File: src/hdl/aqgf_pkg.sv
package aqgf_pkg;

  localparam int QUEUE_DEPTH  = 4096;
  localparam int MAX_CHANNELS = 8;

  localparam int ADDR_W   = $clog2(QUEUE_DEPTH);
  localparam int COUNT_W  = ADDR_W + 1;
  localparam int CPOS_W   = 3;
  localparam int SAMPLE_W = 16;
  localparam int GAIN_W   = 17;
  localparam int CHAN_W   = 4;
  localparam int FADE_W   = 16;

  localparam int CFG_IDX_W  = 2;
  localparam int CFG_DATA_W = 17;

  localparam int DIV_STEPS = 16;
  localparam int DIV_CNT_W = 4;

  localparam logic [GAIN_W-1:0]   UNITY_GAIN  = 17'h10000;
  localparam logic [CHAN_W-1:0]   CHAN_MAX    = CHAN_W'(MAX_CHANNELS);
  localparam logic [SAMPLE_W-1:0] SAT_NEG_MAG = 16'h8000;
  localparam logic [SAMPLE_W-1:0] SAT_POS     = 16'h7fff;

  localparam logic [GAIN_W-1:0] GAIN_RESET     = 17'h10000;
  localparam logic [CHAN_W-1:0] CHANNELS_RESET = 4'd2;
  localparam logic [FADE_W-1:0] FADE_LEN_RESET = 16'd1920;

  localparam logic [1:0] FUNC_PUSH = 2'd0;
  localparam logic [1:0] FUNC_PULL = 2'd1;
  localparam logic [1:0] FUNC_STOP = 2'd2;
  localparam logic [1:0] FUNC_FADE = 2'd3;

  localparam logic [CFG_IDX_W-1:0] CFG_GAIN     = 2'd0;
  localparam logic [CFG_IDX_W-1:0] CFG_CHANNELS = 2'd1;
  localparam logic [CFG_IDX_W-1:0] CFG_FADE_LEN = 2'd2;

  typedef struct packed {
    logic [1:0]                 func;
    logic signed [SAMPLE_W-1:0] sample;
  } item_t;

  typedef struct packed {
    logic signed [SAMPLE_W-1:0] out_sample;
    logic                       out_valid;
    logic                       pending;
    logic                       dropped;
    logic                       fading;
  } result_t;

  typedef struct packed {
    logic accept;
    logic mul1;
    logic mul2;
    logic div_load;
    logic div_frames;
    logic div_step;
    logic frames_apply;
    logic load_out;
  } cmd_t;

  typedef struct packed {
    logic scale_path;
    logic frames_path;
    logic out_free;
  } status_t;

endpackage

File: src/hdl/aqgf_ctrl.sv
module aqgf_ctrl (
  input  logic              clk,
  input  logic              rst,
  input  logic              item_valid,
  output logic              item_stall,
  input  aqgf_pkg::status_t st,
  output aqgf_pkg::cmd_t    cmd
);
  import aqgf_pkg::*;

  typedef enum logic [6:0] {
    S_IDLE   = 7'b0000001,
    S_MUL1   = 7'b0000010,
    S_MUL2   = 7'b0000100,
    S_DIVLD  = 7'b0001000,
    S_DIV    = 7'b0010000,
    S_FRAMES = 7'b0100000,
    S_FINISH = 7'b1000000
  } state_t;

  state_t               state, state_next;
  logic [DIV_CNT_W-1:0] cnt, cnt_next;
  logic                 frames, frames_next;

  assign item_stall = (state != S_IDLE);

  always_comb begin
    state_next  = state;
    cnt_next    = cnt;
    frames_next = frames;
    cmd         = '0;
    case (state)
      S_IDLE: begin
        if (item_valid) begin
          cmd.accept = 1'b1;
          if (st.scale_path) begin
            frames_next = 1'b0;
            state_next  = S_MUL1;
          end else if (st.frames_path) begin
            frames_next = 1'b1;
            state_next  = S_DIVLD;
          end else begin
            state_next = S_FINISH;
          end
        end
      end
      S_MUL1: begin
        cmd.mul1   = 1'b1;
        state_next = S_MUL2;
      end
      S_MUL2: begin
        cmd.mul2   = 1'b1;
        state_next = S_DIVLD;
      end
      S_DIVLD: begin
        cmd.div_load   = 1'b1;
        cmd.div_frames = frames;
        cnt_next       = '0;
        state_next     = S_DIV;
      end
      S_DIV: begin
        cmd.div_step = 1'b1;
        cnt_next     = cnt + DIV_CNT_W'(1);
        if (cnt == DIV_CNT_W'(DIV_STEPS - 1)) begin
          state_next = frames ? S_FRAMES : S_FINISH;
        end
      end
      S_FRAMES: begin
        cmd.frames_apply = 1'b1;
        state_next       = S_FINISH;
      end
      S_FINISH: begin
        if (st.out_free) begin
          cmd.load_out = 1'b1;
          state_next   = S_IDLE;
        end
      end
      default: begin
        state_next = S_IDLE;
      end
    endcase
  end

  always_ff @(posedge clk) begin
    if (rst) begin
      state  <= S_IDLE;
      cnt    <= '0;
      frames <= 1'b0;
    end else begin
      state  <= state_next;
      cnt    <= cnt_next;
      frames <= frames_next;
    end
  end

endmodule

File: config.mk
export PLATFORM = sky130hd
export DESIGN_NAME = aqgf_ctrl
export DESIGN_NICKNAME = d
export VERILOG_FILES = /design/src/hdl/aqgf_pkg.sv /design/src/hdl/aqgf_ctrl.sv
export SDC_FILE = /design/constraint.sdc
export NUM_CORES = 1
export LEC_CHECK = 0
export BUFFER_PORTS_ARGS = -buffer_cell sky130_fd_sc_hd__buf_2
export CORE_MARGIN = 5
export CORE_UTILIZATION = 35
export CTS_BUF_LIST = sky130_fd_sc_hd__clkbuf_4 sky130_fd_sc_hd__clkbuf_8
export DETAILED_ROUTE_END_ITERATION = 6
export PLACE_DENSITY = 0.65
export SYNTH_ARGS = -nofsm -noshare
export SYNTH_HDL_FRONTEND = slang
export SYNTH_SLANG_ARGS = --single-unit
export TNS_END_PERCENT = 5
File: constraint.sdc
create_clock -name clk -period 4.3 [get_ports clk]
set_clock_uncertainty 0.2 [all_clocks]
set_input_delay 0.43 -clock clk [delete_from_list [all_inputs] [get_ports clk]]
set_output_delay 0.43 -clock clk [all_outputs]
set_load 0.005 [all_outputs]
==> results of run 1 <==
[critical path: stages (launching register included)]
cell and delay [ps]:
dfxtp_1 360, or4_4 580, or4_1 560, inv_1 190, buf_2 140
[placed cells by master (no fill, tap or decap), types with 3 or more instances in the layout]
master / instances
inv_1: 8
a31oi_1: 3
a21oi_1: 6
nor3_1: 4
nor2_1: 8
clkbuf_4: 3
nor3b_1: 3
dfxtp_1: 12
nand3_1: 8
buf_2: 14
[kinds of logic after synthesis]
| kind of cell | Yosys count | share of synthesized area [%] |
|---|---|---|
| and+or+nand+nor | 38 | 32.6 |
| AOI/OAI and AO/OA | 19 | 19.4 |
| buffers and inverters | 12 | 7.02 |
| DFF | 12 | 36.4 |
| xor gates and xnor gates | 2 | 2.66 |
| adders and majority gates | 1 | 1.90 |
[state kept, by name, summed over array words and instances (netlist names)]
signal  cells
cnt         4
state       7
frames      1
[layer usage]
metal  GRT usage (%)  wire (um)  vias up  part of all wire (%)
met5               0          0        -                     0
met4            10.2         59        0                   3.5
met3            1.69        100        6                   5.9
met2            21.6        762       31                    45
met1            17.5        763      308                    45
li1                -          -      339                     -
[path summary, 6_finish.rpt]
path,cells past startpoint,from,endpoint
setup / recovery,4,state[2],cmd[2]
hold / removal,2,st[2],frames
setup reg to reg,4,state[2],cnt[3]
hold reg to reg,2,frames,state[5]
[metrics by stage]
step / setup slack [ps] / hold WS (ps)
after floorplan: 2120 / 262
after global placement: 1920 / 290
after detailed placement: 1870 / 293
after CTS: 1570 / 177
after global routing: 1470 / 186
final: 1560 / 179
[power by group through the flow]
stage          logic, mW  registers, mW  clock network, mW
2_1_floorplan     0.0507          0.128                  0
3_3_place_gp      0.0713          0.130                  0
3_5_place_dp      0.0712          0.130                  0
4_1_cts           0.0731          0.127             0.0921
5_1_grt           0.0804          0.130             0.0970
6_report          0.0735          0.128             0.0909
[cell type report]
type,instances,area [um^2]
multi-input combinational,60,373
tap,25,31.3
inverter,8,30.0
timing repair buffer,14,70.1
sequential,12,240
clock buffer,4,36.3
fill,190,983
==> flow_metrics.tcl, run 1 <==
set metrics [dict create \
    routedWlPerCell_um 13.7 \
    drtPass1Iterations 4 \
    clk_latency_ps 280 \
    row_count 15 \
    fin_cells 123 \
    cp.arrival_ps 2110 \
    die_area_um2 2850 \
    placed_cell_area_um2 744 \
    cts_hold_buf 0 \
    synth_area_um2 659 \
    switching_share_pct 30.8 \
    clock_sinks 12 \
    worstSetupStartpointType "flip-flop" \
    pwr-share-seq_pct 43.7 \
    start_util_pct 37.4 \
    syn_nets 91 \
    synth_area_leader_cell "dfxtp_1" \
    pwr-share-comb_pct 25.2 \
    synth_common_cells "dfxtp_1 (12), inv_1 (8), nand3_1 (8), nor2_1 (8), a21oi_1 (6)" \
    hold_viol_final 0 \
    drc 0 \
    drt_iter0_drc 32 \
    p_per_area_nw_per_um2 374 \
    grt_max_degree 11 \
    end_kind "primary output" \
    htreeDepth 1 \
    drive_above_1_share_pct 20.4 \
    finalSetupViolations 0 \
    avgSynthCellArea_um2 7.85 \
    antenna_found_initial 0 \
    status "completed" \
    synth-edff-count 0 \
    ir_drop_mv 0.192 \
    fin_crit_ps 2740 \
    synth_top_area_share_pct 36.4 \
    finalCritPeriodShare_pct 63.7 \
    die_h_um 53.4 \
    hold_class "primary input to flip-flop" \
    postCtsSetupRepairBufs 0 \
    r2r_slack_ps 2000 \
    clockBufferDepth 2 \
    synth_async_sr_flop_share_pct 0 \
    fmax_ghz 0.365 \
    cellLeakagePower_nw 0.327 \
    n_antenna_cell 0 \
    numCtsBuffers 3 \
    p_int_uw 202 \
    crit_fanout 7 \
    vias_per_cell 5.56 \
    vias 684 \
    cts_resized 0 \
    cts_root_buffer "clkbuf_4" \
    grt.total_usage_pct 14.0 \
    io_pins 15 \
    final.setup.tns_ps 0 \
    required_ps 3670 \
    yosysMostFrequentCell "dfxtp_1" \
    fin_nets 106 \
    cts.clk_slew.worst_paths_ps 70 \
    path_class "flip-flop to primary output" \
    dp_hpwl_mm 1.20 \
    clock_power_share_pct 31.1 \
    place_inst 119 \
    final_area_um2 781 \
    cts_tree "yes" \
    final_util_pct 44.3 \
    ys_seq_elements 12 \
    chipWidth_um 53.4 \
    switching_power_uw 90.1 \
    drtAntennaViolNets 0 \
    yosysWarnings 0 \
    finalMaxSlewViolations 0 \
    gr-total-overflow 0 \
    slew_headroom_pct 64.2 \
    yosysSeqAreaShare_pct 36.4 \
    routed_wl_mm 1.69 \
    core_area_um2 1760 \
    gp_congestion 0.844 \
    ys_types 34 \
    power_uw 292 \
    grt_pass1_vias 621 \
    syn_to_final_growth_pct 18.4 \
    synth_area_leaders "dfxtp_1 (36%), nand3_1 (6.1%), a21oi_1 (4.6%)" \
    synth_cells 84 \
    grt_first_pass_wirelength_mm 2.84 \
    tightest_slew_ps 532 \
    io_buffer_count 14 \
    rsz0062_at_grt "false" \
    synth-main-ff-cell "dfxtp_1" \
    drv_cap 0 \
]
No activity file was read; power rests on OpenSTA's default activity.
==> run 2, diff against run 1 <==
Settings changed: ABC_AREA set to 1, PLACE_DENSITY 0.65 to 0.64.
Clock period 4.3 ns to 2.7 ns, I/O delays scaled along.
==> run 2 against run 1 <==
Synthesized cell count up 39%. Worst hold slack got worse by 130 ps. Die area is 16% higher. Critical path type unchanged. Clock power grew 19%. Highest routed layer unchanged. Register-to-register slack got worse by 780 ps. Utilization shrank 2.6 points. First-iteration DRC count decreased by 66%.
==> flow_metrics.tcl, run 2 <==
set metrics [dict create \
    status "completed" \
    synth_async_sr_flop_share_pct 0 \
    htreeDepth 1 \
    grt_pass1_vias 675 \
    yosysWarnings 0 \
    finalSetupViolations 0 \
    row_count 17 \
    required_ps 2230 \
    hold_class "primary input to flip-flop" \
    yosysMostFrequentCell "nand2_1" \
    synth_area_leader_cell "dfxtp_1" \
    drive_above_1_share_pct 34.6 \
    synth_compound_area_share_pct 7.45 \
    synth_area_leaders "dfxtp_1 (30%), nand2_1 (9.0%), nor2_4 (8.6%)" \
    p_int_uw 291 \
    syn_nets 124 \
    finalMaxSlewViolations 0 \
    synth-main-ff-cell "dfxtp_1" \
    core_area_um2 2190 \
    synth.area.mux_share_pct 0 \
    synth_top_family_by_area "simple AND/OR/NAND/NOR gates" \
    dp_hpwl_mm 1.43 \
    antenna_found_initial 0 \
    syn_to_final_growth_pct 15.7 \
    switching_share_pct 35.7 \
    end_kind "primary output" \
    routedWlPerCell_um 10.5 \
    final_cell_mix "nand2_1 (19), inv_1 (15), nor2_1 (15), buf_2 (14)" \
    cp_slowest_stage_delay_ps 350 \
    numCtsBuffers 3 \
    drv_cap 0 \
    avgSynthCellArea_um2 6.75 \
    reg_top3 "state x7, cnt x4, frames x1" \
    cts.clk_slew.worst_paths_ps 70 \
    synth-edff-count 0 \
    largest_register "state" \
    fin_nets 142 \
    regArea_um2 240 \
    vias 770 \
    grt_first_pass_wirelength_mm 2.73 \
    ys_seq_elements 12 \
    final.setup.tns_ps 0 \
    synth_cells 117 \
    slew_headroom_pct 85.8 \
    clock_sinks 12 \
    drtPass1Iterations 4 \
    fmax_ghz 0.556 \
    postCtsSetupRepairBufs 0 \
    path_class "flip-flop to primary output" \
    multi_input_area_um2 470 \
    drtAntennaViolNets 0 \
    grt.total_usage_pct 10.7 \
    clock_power_share_pct 23.9 \
    start_util_pct 36.0 \
    fin_cells 161 \
    synth_common_cells "nand2_1 (19), inv_1 (15), nor2_1 (15)" \
    final_common_cell "nand2_1" \
    crit_fanout 5 \
    io_pins 15 \
    pwr-share-seq_pct 43.2 \
    io_buffer_count 14 \
    grt_util_met3_pct 2.49 \
    largest_register_ffs 7 \
    n_antenna_cell 0 \
    clockBufferDepth 2 \
    busiest_layer "met2" \
    synth_area_um2 790 \
    worstSetupStartpointType "flip-flop" \
    die_h_um 57.5 \
    cts_tree "yes" \
    cp.arrival_ps 1330 \
    gr-total-overflow 0 \
    p_per_area_nw_per_um2 495 \
    cts_root_buffer "clkbuf_4" \
    fin_crit_ps 1800 \
    switching_power_uw 162 \
    gp_congestion 0.850 \
    synth_top_area_share_pct 30.4 \
    synth_xor_area_share_pct 0 \
    grt.met2_usage_pct 17.3 \
    finalCritPeriodShare_pct 66.7 \
    chipWidth_um 57.5 \
    pwr-share-comb_pct 32.9 \
    n_fill_cell 243 \
    place_inst 158 \
    grt_use_met1_pct 12.8 \
    tightest_slew_ps 213 \
    drt_iter0_drc 11 \
    die_area_um2 3310 \
    ys_types 21 \
    vias_per_cell 4.78 \
    ir_drop_mv 0.239 \
    yosysSeqAreaShare_pct 30.4 \
    cellLeakagePower_nw 0.444 \
    slowest_stage "dfxtp_1" \
    cts_resized 0 \
    rsz0062_at_grt "false" \
    grt_max_degree 11 \
    synth_fa_ha_area_share_pct 1.58 \
    clk_latency_ps 270 \
    holdWs_ps 54.0 \
    routed_wl_mm 1.69 \
    drc 0 \
    yosys.area_share.simple_pct 50.6 \
    cts_hold_buf 0 \
    cp_cell_sequence "nor2_2 > nand2_4 > nor2_4 > inv_2 > nor2_1 > buf_2" \
    hold_viol_final 0 \
]
## run 2: cell count changes in the layout (fill, tap and decap cells not counted), sizes merged, moves of 2 or more
cell,previous run,this run
a31oi,3,0
nand2b,2,0
nor3b,3,0
inv,8,20
nand3,8,16
nand2,2,24
or4,3,0
nor3,4,1
nor2,8,28
## run 2: through the flow
stage	worst slack [ps]	util [%]	cell area [um^2]	power, mW
3_3_place_gp	1170	40.7	891	0.348
3_5_place_dp	1160	40.7	891	0.350
2_1_floorplan	1320	-	790	0.314
4_1_cts	861	41.7	913	0.457
5_1_grt	781	41.7	913	0.482
6_report	900	41.7	913	0.452
## run 2: cell type report
type                       count  share of cell area, %
timing repair buffer          14                   7.67
inverter                      20                   8.22
sequential                    12                   26.3
multi-input combinational     84                   51.5
clock buffer                   3                   2.47
tap                           28                   3.84
## run 2: kinds of logic after synthesis
| kind of cell | after synthesis |
|---|---|
| fa+ha+maj | 1 |
| simple gates | 72 |
| compound gates | 11 |
| flops | 12 |
| buf+inv | 21 |
## run 2: power by group through the flow
stage | Combinational, mW | Sequential [mW] | Clock (mW)
2_1_floorplan | 0.116 | 0.198 | 0
5_1_grt | 0.167 | 0.197 | 0.118
3_5_place_dp | 0.150 | 0.200 | 0
3_3_place_gp | 0.148 | 0.200 | 0
6_report | 0.149 | 0.195 | 0.108
4_1_cts | 0.150 | 0.195 | 0.111
## run 2: per-layer routing
layer | part of all wire [%] | routed length, um | vias to the layer above
met2 | 47 | 800 | 18
met1 | 45 | 767 | 346
met4 | 1.7 | 29 | 0
met3 | 5.4 | 91 | 4
li1 | - | - | 402
met5 | 0 | 0 | -
## run 2: worst max-delay path: cells and delay by family, from the launching register on
kind	cells	cell delay [ps]
AND/OR/NAND/NOR	4	550
flip-flops	1	350
buffers and inverters	2	170
## run 2: final timing paths
path	startpoint	to	slack, ps	cells after the start
worst min-delay path	st[2]	state[1]	50	3
worst max-delay path	state[4]	cmd[3]	900	6
worst min register to register	frames	frames	290	2
worst max register to register	cnt[0]	state[0]	1220	8
